--- src/cc20_pkg.sv ---
// ----------------------------------------------------------------------------
// cc20_pkg
// Types, constants and round helpers for the ChaCha20 stream cipher.
// ----------------------------------------------------------------------------
package cc20_pkg;

    localparam int NumDoubleRounds = 10;
    localparam int DrCntW          = 4;

    localparam logic [31:0] SIGMA0 = 32'h61707865;
    localparam logic [31:0] SIGMA1 = 32'h3320646e;
    localparam logic [31:0] SIGMA2 = 32'h79622d32;
    localparam logic [31:0] SIGMA3 = 32'h6b206574;

    localparam logic [2:0] REG_KEY01   = 3'd0;
    localparam logic [2:0] REG_KEY23   = 3'd1;
    localparam logic [2:0] REG_KEY45   = 3'd2;
    localparam logic [2:0] REG_KEY67   = 3'd3;
    localparam logic [2:0] REG_NONCE01 = 3'd4;
    localparam logic [2:0] REG_NONCE2  = 3'd5;
    localparam logic [2:0] REG_CTR     = 3'd6;

    typedef struct packed {
        logic [63:0] data_in;
        logic [3:0]  valid_bytes;
        logic        last_item;
    } in_item_t;

    typedef struct packed {
        logic [63:0] data_out;
        logic [3:0]  out_bytes;
        logic        out_last;
    } out_item_t;

    // classified command from front to back
    typedef struct packed {
        logic [63:0] data;
        logic [3:0]  nbytes;   // already capped at 8
        logic        last;
        logic        new_blk;  // generate keystream before use
        logic        new_msg;  // reload counter first
        logic [2:0]  pos;
    } cmd_t;

    typedef logic [15:0][31:0] state_t;

    function automatic logic [31:0] rotl(input logic [31:0] v, input int n);
        rotl = (v << n) | (v >> (32 - n));
    endfunction

    function automatic logic [127:0] qr(input logic [31:0] a, input logic [31:0] b,
                                        input logic [31:0] c, input logic [31:0] d);
        logic [31:0] ta, tb, tc, td;
        ta = a + b; td = rotl(d ^ ta, 16);
        tc = c + td; tb = rotl(b ^ tc, 12);
        ta = ta + tb; td = rotl(td ^ ta, 8);
        tc = tc + td; tb = rotl(tb ^ tc, 7);
        qr = {ta, tb, tc, td};
    endfunction

endpackage

--- src/cc20_fifo.sv ---
// ----------------------------------------------------------------------------
// cc20_fifo
// Two-entry command queue between front and back.
// ----------------------------------------------------------------------------
module cc20_fifo (
    input  logic           aclk,
    input  logic           aresetn,
    input  logic           wr_valid,
    output logic           wr_ready,
    input  cc20_pkg::cmd_t wr_data,
    output logic           rd_valid,
    input  logic           rd_ready,
    output cc20_pkg::cmd_t rd_data
);
    import cc20_pkg::*;

    cmd_t       mem_reg [2];
    logic       wp_reg, rp_reg;
    logic [1:0] cnt_reg;
    logic       wr_en, rd_en;

    assign wr_ready = (cnt_reg != 2'd2);
    assign rd_valid = (cnt_reg != 2'd0);
    assign rd_data  = mem_reg[rp_reg];
    assign wr_en    = wr_valid && wr_ready;
    assign rd_en    = rd_valid && rd_ready;

    always_ff @(posedge aclk) begin
        if (wr_en) begin
            mem_reg[wp_reg] <= wr_data;
        end
    end

    always_ff @(posedge aclk) begin
        if (!aresetn) begin
            wp_reg  <= 1'b0;
            rp_reg  <= 1'b0;
            cnt_reg <= '0;
        end else begin
            if (wr_en) wp_reg <= ~wp_reg;
            if (rd_en) rp_reg <= ~rp_reg;
            cnt_reg <= cnt_reg + {1'b0, wr_en} - {1'b0, rd_en};
        end
    end
endmodule

--- config.mk ---
export PLATFORM = sky130hd
export DESIGN_NAME = cc20_fifo
export DESIGN_NICKNAME = d
export VERILOG_FILES = /design/src/cc20_pkg.sv /design/src/cc20_fifo.sv
export SDC_FILE = /design/constraint.sdc
export NUM_CORES = 1
export LEC_CHECK = 0
export BUFFER_PORTS_ARGS = -buffer_cell sky130_fd_sc_hd__buf_2
export CORE_AREA = 8 8 115 117
export CTS_CLUSTER_DIAMETER = 30
export DETAILED_ROUTE_END_ITERATION = 6
export DIE_AREA = 0 0 123 125
export PLACE_DENSITY_LB_ADDON = 0.08
export SLEW_MARGIN = 20
export SYNTH_ARGS = -nofsm -noshare
export SYNTH_HDL_FRONTEND = slang
export SYNTH_SLANG_ARGS = --single-unit
--- constraint.sdc ---
create_clock -name aclk -period 10.7 [get_ports aclk]
set_clock_uncertainty 0.15 [all_clocks]
set_input_delay 1.605 -clock aclk [delete_from_list [all_inputs] [get_ports aclk]]
set_output_delay 1.605 -clock aclk [all_outputs]
set_load 0.03 [all_outputs]
==> run_results.csv <==
group,metric,value,unit
pwr,seq_power_share,41.6,%
placement,portBuffers,153,
pwr,switchingPower,582.3,uW
setup_path,path_cells,"buf_4, mux2_2, buf_2",
detailed_routing,drc,0,
detailed_routing,drt_iter0_drc,164,
floorplanning,num_rows,40,
yosys,syn_inst,254,
grt,grt_util_all_layers,13.49,%
setup_path,endpoint_kind,"output pin",
setup_path,cp_slowest_cell,"dfxtp_4",
cts,cts-root-buf,"clkbuf_16",
detailed_routing,firstDrtPassIters,4,
timing,hold_viol,0,
floorplanning,initial_utilization,50.13,%
grt,grt_pass1_wl,15660,um
timing,whs,0.3735,ns
placement,dp_hpwl,6965,um
setup_path,start_kind,"flip-flop",
pwr,swShare,30.39,%
finish,area_growth,25.60,%
detailed_routing,ant_nets,0,
placement,gp_congestion,0.6762,
setup_path,endpoint,"rd_data[73]",
setup_path,rrSetupSlack,8.53,ns
setup_path,required,8.95,ns
pwr,combPwrFrac,28.2,%
cts,cts.sink_count,153,
grt,met1_usage,15.18,%
setup_path,r2r-start,"cnt_reg[0]",
grt,grt_start_max_net_pins,75,
floorplanning,dieArea,0.01538,mm2
cts,cts_tree,"built",
floorplanning,core,0.01161,mm2
cts,cts_buffers,17,
setup_path,worstPathMaxFanout,39,
timing,worst_pin_slew,1.031,ns
cts,clkLatencyLatePin,0.40,ns
finish,fin_nets,501,
setup_path,criticalPathCategory,"reg -> out",
run_status,outcome,"completed",
pwr,p_int,1.334,mW
timing,rsz0062_at_grt,"false",
pwr,p_leak,2.864,nW
grt,antenna_found_initial,1,
finish,n_antenna_cell,0,
setup_path,worstPathArrival,2.46,ns
yosys,ys_seq_elements,153,
run,cap_violations,0,
setup_path,r2r-end,"mem_reg[0][16]",
yosys,ys_types,18,
pwr,clkPwrFrac,30.2,%
timing,maxSlewHeadroom,31.27,%
yosys,netlist_area,0.005821,mm2
grt,globalRouteMet2Util,21.76,%
finish,drive_gt1_share,60.37,%
yosys,synth_nets,334,
cts,cts_htree_levels,4,
pwr,powerDensity,262.1,mW/mm2
cts,ctsResizeCount,0,
detailed_routing,via_per_inst,4.862,
grt,grt_util_met3,6.211,%
floorplanning,pin_count,154,
timing,tns,0,ns
pwr,irDropWorstVdd,0.1590,mV
timing,slew_viol_final,0,
timing,finalCritPeriodShare,39.41,%
yosys,ys_seq_area_share,78.07,%
timing,fmax,237.1,MHz
finish,final_cell_mix,"buf_2 (153), edfxtp_1 (148), mux2_4 (60)",
cts,postCtsHoldBufs,0,
floorplanning,die_h,125,um
detailed_routing,wl,10300,um
worst_hold_path,holdCritPathClass,"reg -> reg",
setup_path,max_stage_delay,0.76,ns
yosys,yosys_warnings,0,
finish,largest_register_ff_count,148,
cts,post_cts_buffers,0,
finish,final_common_cell,"buf_2",
cts,cts_buffer_depth,2,
floorplanning,die_w,123,um
detailed_routing,via_count,2825,
setup_path,r2r_cells,4,
timing,finalCriticalPeriod,4.217,ns
grt,overflow,0,
detailed_routing,wl_per_cell,17.73,um
timing,setup_viol_count_final,0,
grt,grt-busiest-layer,"met2",
cts,cts.clk_slew.worst_paths,0.06,ns
yosys,syn_avg_cell_area,22.92,um2
grt,grt_pass1_vias,3141,
critical path, delay by kind of cell (launching register included):
family	cells	cell delay, ns
multiplexers	1	0.41
buffers and inverters	2	0.88
flip-flops	1	0.76
power by group through the flow:
stage	registers (mW)	logic, mW	clock network, mW
after floorplan	0.788	0.444	0
after global placement	0.806	0.549	0
after detailed placement	0.811	0.551	0
after CTS	0.799	0.552	0.590
after global routing	0.806	0.573	0.613
final	0.797	0.540	0.578
metal layers:
metal | vias up | routed length [um] | part of all wire (%)
met3 | 8 | 973 | 9.4
li1 | 1332 | - | -
met4 | 2 | 86 | 0.83
met1 | 1387 | 4099 | 40
met5 | - | 10 | 0.097
met2 | 96 | 5131 | 50
synth_stat cells, drive strengths merged:
| cell | number | share of area (%) |
|---|---|---|
| inv | 1 | 0.064 |
| mux2 | 74 | 18 |
| nand2b | 2 | 0.21 |
| o21a | 1 | 0.13 |
| xnor2 | 3 | 0.45 |
| nor2 | 1 | 0.064 |
| edfxtp | 148 | 76 |
| nor2b | 2 | 0.21 |
| and2 | 2 | 0.21 |
| ha | 2 | 0.43 |
| dfxtp | 5 | 1.7 |
| nand2 | 2 | 0.13 |
| mux2i | 1 | 0.17 |
| buf | 8 | 1.4 |
| and3 | 1 | 0.11 |
| or2 | 1 | 0.11 |
kinds of logic after synthesis:
group,share of synthesized area [%]
flip-flops,78.07
multiplexers,18.36
AND/OR/NAND/NOR,1.053
buffers and inverters,1.505
XOR/XNOR,0.4515
adder cells (fa/ha/maj),0.4299
AO/OA/AOI/OAI,0.1290
area by class of cell:
cell class,instances,area [um2]
Sequential cell,153,4548
Fill cell,873,4300
Multi-Input combinational cell,92,1201
Timing Repair Buffer,156,788.3
Clock buffer,18,429.2
Tap cell,147,183.9
Clock inverter,14,156.4
Inverter,1,3.754
through the flow:
step | util, % | area (um2) | setup slack [ns] | std cells | power (mW)
after detailed placement | 57.92 | 6725 | 6.850 | 549 | 1.362
after floorplan | - | 5821 | 5.243 | 254 | 1.232
after global placement | 57.92 | 6725 | 6.863 | 549 | 1.355
after global routing | 62.96 | 7311 | 6.359 | 581 | 1.992
after CTS | 62.96 | 7311 | 6.413 | 581 | 1.941
final | 62.96 | 7311 | 6.483 | 581 | 1.916
worst min path at each step:
| stage | start | end | slack [ns] | cells past startpoint |
|---|---|---|---|---|
| after floorplan | wp_reg | wp_reg | 0.30 | 2 |
| after global placement | wp_reg | wp_reg | 0.35 | 2 |
| after detailed placement | wp_reg | wp_reg | 0.37 | 2 |
| after CTS | wp_reg | wp_reg | 0.38 | 2 |
| after global routing | wp_reg | wp_reg | 0.40 | 2 |
| final | wp_reg | wp_reg | 0.37 | 2 |
No activity file was read; power rests on OpenSTA's default activity.
