$ cat src/cc20_pkg.sv
// ----------------------------------------------------------------------------
// cc20_pkg
// Types, constants and round helpers for the ChaCha20 stream cipher.
// ----------------------------------------------------------------------------
package cc20_pkg;

    localparam int NumDoubleRounds = 10;
    localparam int DrCntW          = 4;

    localparam logic [31:0] SIGMA0 = 32'h61707865;
    localparam logic [31:0] SIGMA1 = 32'h3320646e;
    localparam logic [31:0] SIGMA2 = 32'h79622d32;
    localparam logic [31:0] SIGMA3 = 32'h6b206574;

    localparam logic [2:0] REG_KEY01   = 3'd0;
    localparam logic [2:0] REG_KEY23   = 3'd1;
    localparam logic [2:0] REG_KEY45   = 3'd2;
    localparam logic [2:0] REG_KEY67   = 3'd3;
    localparam logic [2:0] REG_NONCE01 = 3'd4;
    localparam logic [2:0] REG_NONCE2  = 3'd5;
    localparam logic [2:0] REG_CTR     = 3'd6;

    typedef struct packed {
        logic [63:0] data_in;
        logic [3:0]  valid_bytes;
        logic        last_item;
    } in_item_t;

    typedef struct packed {
        logic [63:0] data_out;
        logic [3:0]  out_bytes;
        logic        out_last;
    } out_item_t;

    // classified command from front to back
    typedef struct packed {
        logic [63:0] data;
        logic [3:0]  nbytes;   // already capped at 8
        logic        last;
        logic        new_blk;  // generate keystream before use
        logic        new_msg;  // reload counter first
        logic [2:0]  pos;
    } cmd_t;

    typedef logic [15:0][31:0] state_t;

    function automatic logic [31:0] rotl(input logic [31:0] v, input int n);
        rotl = (v << n) | (v >> (32 - n));
    endfunction

    function automatic logic [127:0] qr(input logic [31:0] a, input logic [31:0] b,
                                        input logic [31:0] c, input logic [31:0] d);
        logic [31:0] ta, tb, tc, td;
        ta = a + b; td = rotl(d ^ ta, 16);
        tc = c + td; tb = rotl(b ^ tc, 12);
        ta = ta + tb; td = rotl(td ^ ta, 8);
        tc = tc + td; tb = rotl(tb ^ tc, 7);
        qr = {ta, tb, tc, td};
    endfunction

endpackage

$ cat src/cc20_front.sv
// ----------------------------------------------------------------------------
// cc20_front
// Accepts items, tracks message and block position, pushes commands.
// ----------------------------------------------------------------------------
module cc20_front (
    input  logic              aclk,
    input  logic              aresetn,
    input  logic              s_valid,
    output logic              s_ready,
    input  cc20_pkg::in_item_t s_item,
    output logic              cmd_valid,
    input  logic              cmd_ready,
    output cc20_pkg::cmd_t    cmd
);
    import cc20_pkg::*;

    logic [2:0] pos_reg, pos_next;
    logic       started_reg, started_next;
    logic [2:0] cur_pos;

    assign s_ready   = cmd_ready;
    assign cmd_valid = s_valid;
    assign cur_pos   = started_reg ? pos_reg : 3'd0;

    always_comb begin
        cmd.data    = s_item.data_in;
        cmd.nbytes  = (s_item.valid_bytes > 4'd8) ? 4'd8 : s_item.valid_bytes;
        cmd.last    = s_item.last_item;
        cmd.new_msg = !started_reg;
        cmd.pos     = cur_pos;
        cmd.new_blk = (cur_pos == 3'd0);
        pos_next     = pos_reg;
        started_next = started_reg;
        if (s_valid && s_ready) begin
            pos_next     = cur_pos + 3'd1;
            started_next = !s_item.last_item;
        end
    end

    always_ff @(posedge aclk) begin
        if (!aresetn) begin
            pos_reg     <= '0;
            started_reg <= 1'b0;
        end else begin
            pos_reg     <= pos_next;
            started_reg <= started_next;
        end
    end
endmodule

$ cat config.mk
export PLATFORM = sky130hd
export DESIGN_NAME = cc20_front
export DESIGN_NICKNAME = d
export VERILOG_FILES = /design/src/cc20_pkg.sv /design/src/cc20_front.sv
export SDC_FILE = /design/constraint.sdc
export NUM_CORES = 1
export LEC_CHECK = 0
export ABC_AREA = 0
export BUFFER_PORTS_ARGS = -buffer_cell sky130_fd_sc_hd__buf_2
export CAP_MARGIN = 10
export CORE_AREA = 2 2 58 60
export DETAILED_ROUTE_END_ITERATION = 6
export DIE_AREA = 0 0 60 62
export GPL_TIMING_DRIVEN = 0
export PLACE_DENSITY = 0.81
export SLEW_MARGIN = 5
export SYNTH_ARGS = -nofsm -noshare
export SYNTH_HDL_FRONTEND = slang
export SYNTH_SLANG_ARGS = --single-unit
export TNS_END_PERCENT = 10
$ cat constraint.sdc
create_clock -name aclk -period 1.38 [get_ports aclk]
set_input_delay 0.138 -clock aclk [delete_from_list [all_inputs] [get_ports aclk]]
set_output_delay 0.138 -clock aclk [all_outputs]
set_load 0.01 [all_outputs]
==> summary.txt, run 1 <==
Status
  • Status: complete, no violations

Cells and area
  • Layout Utilization: 39.55%
  • # fillers: about 330
  • Layout cell share with drive strength beyond 1: 84.95%
  • Design area: 1257 µm²
  • Area Growth Syn to Fin: 66.94%
  • Largest register FFs: 3
  • Nets: 263
  • Most frequent cells in the layout: buf_2, buf_4, inv_1
  • Diodes inserted: 0
  • Commonest non-fill, non-tap cell in the layout: buf_2

GRT
  • Vias in the first global route: ~640
  • Total global-route track usage: 9.001%
  • Initial antenna violation count: 0
  • Grt ovf: 0
  • Largest net degree at the start of global routing: 8
  • First-pass GRT wire length: between 2 and 2.5 mm

Clock tree
  • Clock latency at the later pin of the worst-skew pair: 230 ps
  • Htree depth: 1
  • Root Buffer: clkbuf_4
  • CTS buffer count: 3
  • TritonCTS clock tree: yes
  • Worst-path clk slew: about 40 ps
  • Clock Path Buffers: 2
  • CTS Sinks: 4

STA
  • Tcrit/Tclk final: 91.98%
  • Final hold viol count: 0
  • Unrepaired setup endpoints after global routing: no
  • Max Slew Vio Count: 0
  • Final Setup Violations: 0
  • Tightest Pin Transition: 208.9 ps
  • Worst hold margin: approximately 120 ps
  • Maximum clock frequency: 787.8 MHz
  • Clock Skew: 2.638 ps
  • Setup tns final: 0 ps
  • Max_slew headroom: 85.98%
  • Crit path time final: 1269 ps

Power
  • Pwr Density: 487.8 nW/µm²
  • Leak: 0.7825 nW
  • Max IR drop VDD: 0.3344 mV

Routing
  • DRC errors left: 0
  • Drt initial violations: 4
  • Pre-antenna DRT Iters: 4
  • Final wirelength: 1.913 mm
  • ANT nets after route: 0
  • Total number of vias: 839
  • Vias per inst: between 3 and 4
  • Drt wl/cell: 8.246 µm

Die
  • Core area: 3179 µm²
  • Initial cell density of the core: 23.69%
  • Die Ht: around 62 µm
  • # rows: 21
  • Die Area: 3720 µm²
  • Die width: 60 µm
  • I/O Pins: 149

Yosys
  • Synth Instances: between 90 and 100
  • YS warnings: 0
  • Area leader, netlist: buf_4
  • Flops & latches, synth: 4
  • Avg Cell Area, Syn: 7.608 µm²
  • Synth cell types: 16
  • Netlist Area Pre-Place: roughly 750 µm²
  • Top cells by area, synth: buf_4, dfxtp_1, ha_1, nor2b_1, a21oi_1
  • Sequential share of the synthesized area: 10.63%
  • Synth top area share: 66.78%
  • Syn nets: 174

Worst setup path
  • R2R depth: 6
  • CP Max Fanout: 7
  • Critical path class: flip-flop to primary output
  • Crit start category: flip-flop
  • Worst setup EP type: primary output
  • Worst Path Required: 1240 ps
  • Arrival time of the worst setup path: between 1000 and 1500 ps

Hold path
  • Hold Path Class: input port to flip-flop
  • WHS Path Cells: 2

Place
  • IO buf count: 84
  • RD Place Congestion: 0.6986
  • DPL Wire Length: 1.769 mm
  • Placed cell area: 1231 µm²

Flow run
  • MaxCap Viol Count: 0
==> stage by stage <==
stage | setup slack [ps] | power [mW] | cells
floorplan | 227.1 | 0.3490 | 99
global placement | 146.9 | 0.4667 | 229
detailed placement | 149.3 | 0.4707 | 229
CTS | 63.86 | 0.6230 | 232
global route | 29.29 | 0.6726 | 232
finish | 110.7 | 0.6134 | 232
==> final timing paths <==
kind,from,end,slack [ps]
max,started_reg,cmd[4],110
min,s_item[0],started_reg,120
max reg2reg,started_reg,pos_reg[2],270
min reg2reg,pos_reg[1],pos_reg[1],460
==> cells in the mapped netlist <==
cell      instances
buf_4            67
inv_1             5
a21oi_1           4
dfxtp_1           4
nand2_1           4
nor2b_1           4
ha_1              2
a311oi_1          1
and2_1            1
clkbuf_1          1
mux2_2            1
nand2_2           1
nand3_1           1
nor2_1            1
o21ai_0           1
o32ai_2           1
==> kinds of logic after synthesis <==
logic type	count (synthesis)	synth area share [%]
AOI/OAI and AO/OA	7	6.645
adders and majority gates	2	3.322
buffers and inverters	73	69.77
DFF	4	10.63
muxes	1	1.495
and+or+nand+nor	12	8.138
==> layer usage <==
metal  part of all wire (%)  vias to the layer above  track usage [%]  routed length, µm
met3                     17                        2            1.449                317
met2                     52                       87            17.08                986
met4                    1.4                        0            6.667                 26
met5                      0                        -                0                  0
li1                       -                      416                -                  -
met1                     30                      334            8.765                583
==> where the power goes <==
group	internal (mW)	switching [mW]
Combinational	0.208	0.131
Sequential	0.120	0.00425
Clock	0.0976	0.0519
Total	0.426	0.188
==> worst max-delay path, cell delays in order (launching register included) <==
cell	delay (ps)
dfxtp_4	370
nand2_1	90
ha_1	180
nor2b_1	120
buf_2	140
==> final cells by class <==
| cell class | count | area [µm²] | area share [%] |
|---|---|---|---|
| plain buffers | 68 | 506.7 | 40.30 |
| repair buffers | 84 | 420.4 | 33.43 |
| clock buffers | 3 | 22.52 | 1.791 |
| well taps | 46 | 57.56 | 4.577 |
| inverters | 5 | 18.77 | 1.493 |
| flip-flops and latches | 4 | 83.83 | 6.667 |
| multi-input cells | 22 | 147.6 | 11.74 |
==> what timing repair did <==
item	4_1_cts	5_1_grt
pin swaps	0	0
hold buffers	0	0
setup endpoints to repair	1	1
resized for setup	1	1
buffers inserted	0	0
Power figures use the tool's default switching activity.
==> run 2: changes to the inputs <==
==> constraint.sdc (replaced) <==
create_clock -name aclk -period 1.3 [get_ports aclk]
set_input_delay 0.13 -clock aclk [delete_from_list [all_inputs] [get_ports aclk]]
set_output_delay 0.13 -clock aclk [all_outputs]
set_load 0.01 [all_outputs]
==> run 2 against run 1 <==
Worst hold slack worse by 5.4 ps. Sequential power increased by 7%. First-iteration DRC count grew 25%. Combinational power is 6.2% higher. Via count rose by 0.24%. Register-to-register slack lost 60 ps. Global-route usage unchanged. Clock power is 6% higher. Core utilization rose by 0.24 points. Cell count did not move. Critical path depth unchanged. Largest power group unchanged. Highest routed layer unchanged.
==> summary.txt, run 2 (synthesized netlist as in run 1, its figures left out) <==
STA
  • Crit path time final: 1228 ps
  • Tightest Pin Transition: roughly 210 ps
  • Max Slew Vio Count: 0
  • Max_slew headroom: 85.66%
  • Clock Skew: approximately 2.6 ps
  • Final Setup Violations: 0
  • Final hold viol count: 0
  • Maximum clock frequency: ~810 MHz
  • Tcrit/Tclk final: 94.46%

Worst setup path
  • Worst path cell trace: nand2_2, ha_2, nor2b_1, buf_2
  • Reg2reg setup slack: 210 ps
  • CP Max Fanout: 7
  • Worst r2r dst: pos_reg[2]
  • Arrival time of the worst setup path: 1100 ps
  • Max stage delay on crit path: 380 ps
  • Critical path class: flip-flop to primary output
  • Slowest CP cell: dfxtp_4
  • Worst r2r src: started_reg
  • CP Launch Point: started_reg
  • R2R depth: 6
  • Worst Path Required: 1170 ps
  • Worst setup EP type: primary output
  • Crit start category: flip-flop
  • CP Capture Point: cmd[4]

Die
  • # rows: 21
  • I/O Pins: approximately 150
  • Die width: 60 µm
  • Initial cell density of the core: 23.69%
  • Core area: 3179 µm²
  • Die Ht: 62 µm
  • Die Area: roughly 3700 µm²

Routing
  • Drt wl/cell: 8.254 µm
  • Vias per inst: 3.625
  • Final wirelength: between 1.5 and 2 mm
  • WL met2: 987 µm
  • DRC errors left: 0
  • ANT nets after route: 0
  • Drt initial violations: 5
  • Pre-antenna DRT Iters: 4
  • Wire length on met1: 582 µm
  • Routed wl met3: around 320 µm
  • Total number of vias: roughly 840
  • Top sig layer: met4

Clock tree
  • Clock latency at the later pin of the worst-skew pair: between 200 and 250 ps
  • Cts hold-fix bufs: 0
  • Worst-path clk slew: 40 ps
  • TritonCTS clock tree: yes
  • Clock Path Buffers: 2
  • CTS Sinks: 4
  • CTS buffer count: 3
  • Htree depth: 1
  • Root Buffer: clkbuf_4

Power
  • Max IR drop VDD: 0.3552 mV
  • Pwr Density: 515.2 nW/µm²
  • Total power: 0.6517 mW
  • Leak: slightly below 0.8 nW

Cells and area
  • Area Growth Syn to Fin: 67.94%
  • Diodes inserted: 0
  • Layout Utilization: 39.79%
  • # fillers: 329
  • Multi-input gate area: 155.1 µm²
  • Layout cell share with drive strength beyond 1: 86.56%
  • Final std cells w/o fill: 232
  • FF/Latch Area: 83.83 µm²
  • Most frequent cells in the layout: buf_2, buf_4, inv_1
  • Nets: 263
  • Commonest non-fill, non-tap cell in the layout: buf_2
  • Largest register FFs: 3

GRT
  • First-pass GRT wire length: 2.456 mm
  • Largest net degree at the start of global routing: 8
  • Initial antenna violation count: 0
  • Total global-route track usage: 9.001%
  • Vias in the first global route: between 600 and 700
  • Grt ovf: 0

Status
  • Status: complete, no violations

Place
  • DP Cell Count: ~230
  • RD Place Congestion: roughly 0.7
  • DPL Wire Length: 1.769 mm
  • IO buf count: 84

Hold path
  • Hold Path Class: input port to flip-flop

Flow run
  • MaxCap Viol Count: 0
[run 2: cell counts in the layout (fill, tap and decap cells not counted)]
No cell type changed its count.
[run 2: routing by layer]
| layer | global-route usage (%) | up-vias |
|---|---|---|
| met5 | 0 | - |
| met3 | 1.449 | 2 |
| met1 | 8.765 | 335 |
| met2 | 17.08 | 87 |
| met4 | 6.667 | 0 |
| li1 | - | 417 |
[run 2: layout make-up]
class                   instances  share of cell area, %
plain buffers                  68                  40.06
repair buffers                 84                  33.23
multi-input cells              22                  12.27
flip-flops and latches          4                  6.627
well taps                      46                  4.550
clock buffers                   3                  1.780
inverters                       5                  1.484
[run 2: stage by stage]
stage                     instance area [µm²]  TNS, ps  hold slack [ps]  setup slack, ps
after global routing                     1265   -1.698            124.5           -1.698
after detailed placement                 1231        0            365.3            69.28
final                                    1265        0            119.0            72.07
after global placement                   1231        0            359.5            66.95
after floorplan                         753.2        0            238.8            147.1
after CTS                                1257        0            110.5            19.00
[run 2: how the worst min path moves through the flow]
stage | slack [ps] | to | from | cells past startpoint
CTS | 110 | started_reg | s_item[0] | 2
detailed placement | 370 | started_reg | s_item[0] | 2
global route | 120 | started_reg | s_item[0] | 2
floorplan | 240 | started_reg | cmd_ready | 1
global placement | 360 | started_reg | s_item[0] | 2
finish | 120 | started_reg | s_item[0] | 2
[run 2: timing repair]
| action | in CTS | in global routing |
|---|---|---|
| endpoints found under the setup margin | 1 | 1 |
| buffers inserted | 0 | 0 |
| resized for setup | 2 | 3 |
[run 2: where the power goes]
group          total (mW)  internal, mW  switching (mW)
combinational       0.361         0.222           0.140
sequential          0.133         0.127         0.00559
clock               0.158         0.104          0.0542
total               0.652         0.452           0.199
[run 2: critical path, delay by kind of cell (launching register included)]
| family | cells | cell delay, ps |
|---|---|---|
| DFF | 1 | 380 |
| and+or+nand+nor | 2 | 180 |
| adders and majority gates | 1 | 170 |
| buffers and inverters | 1 | 140 |
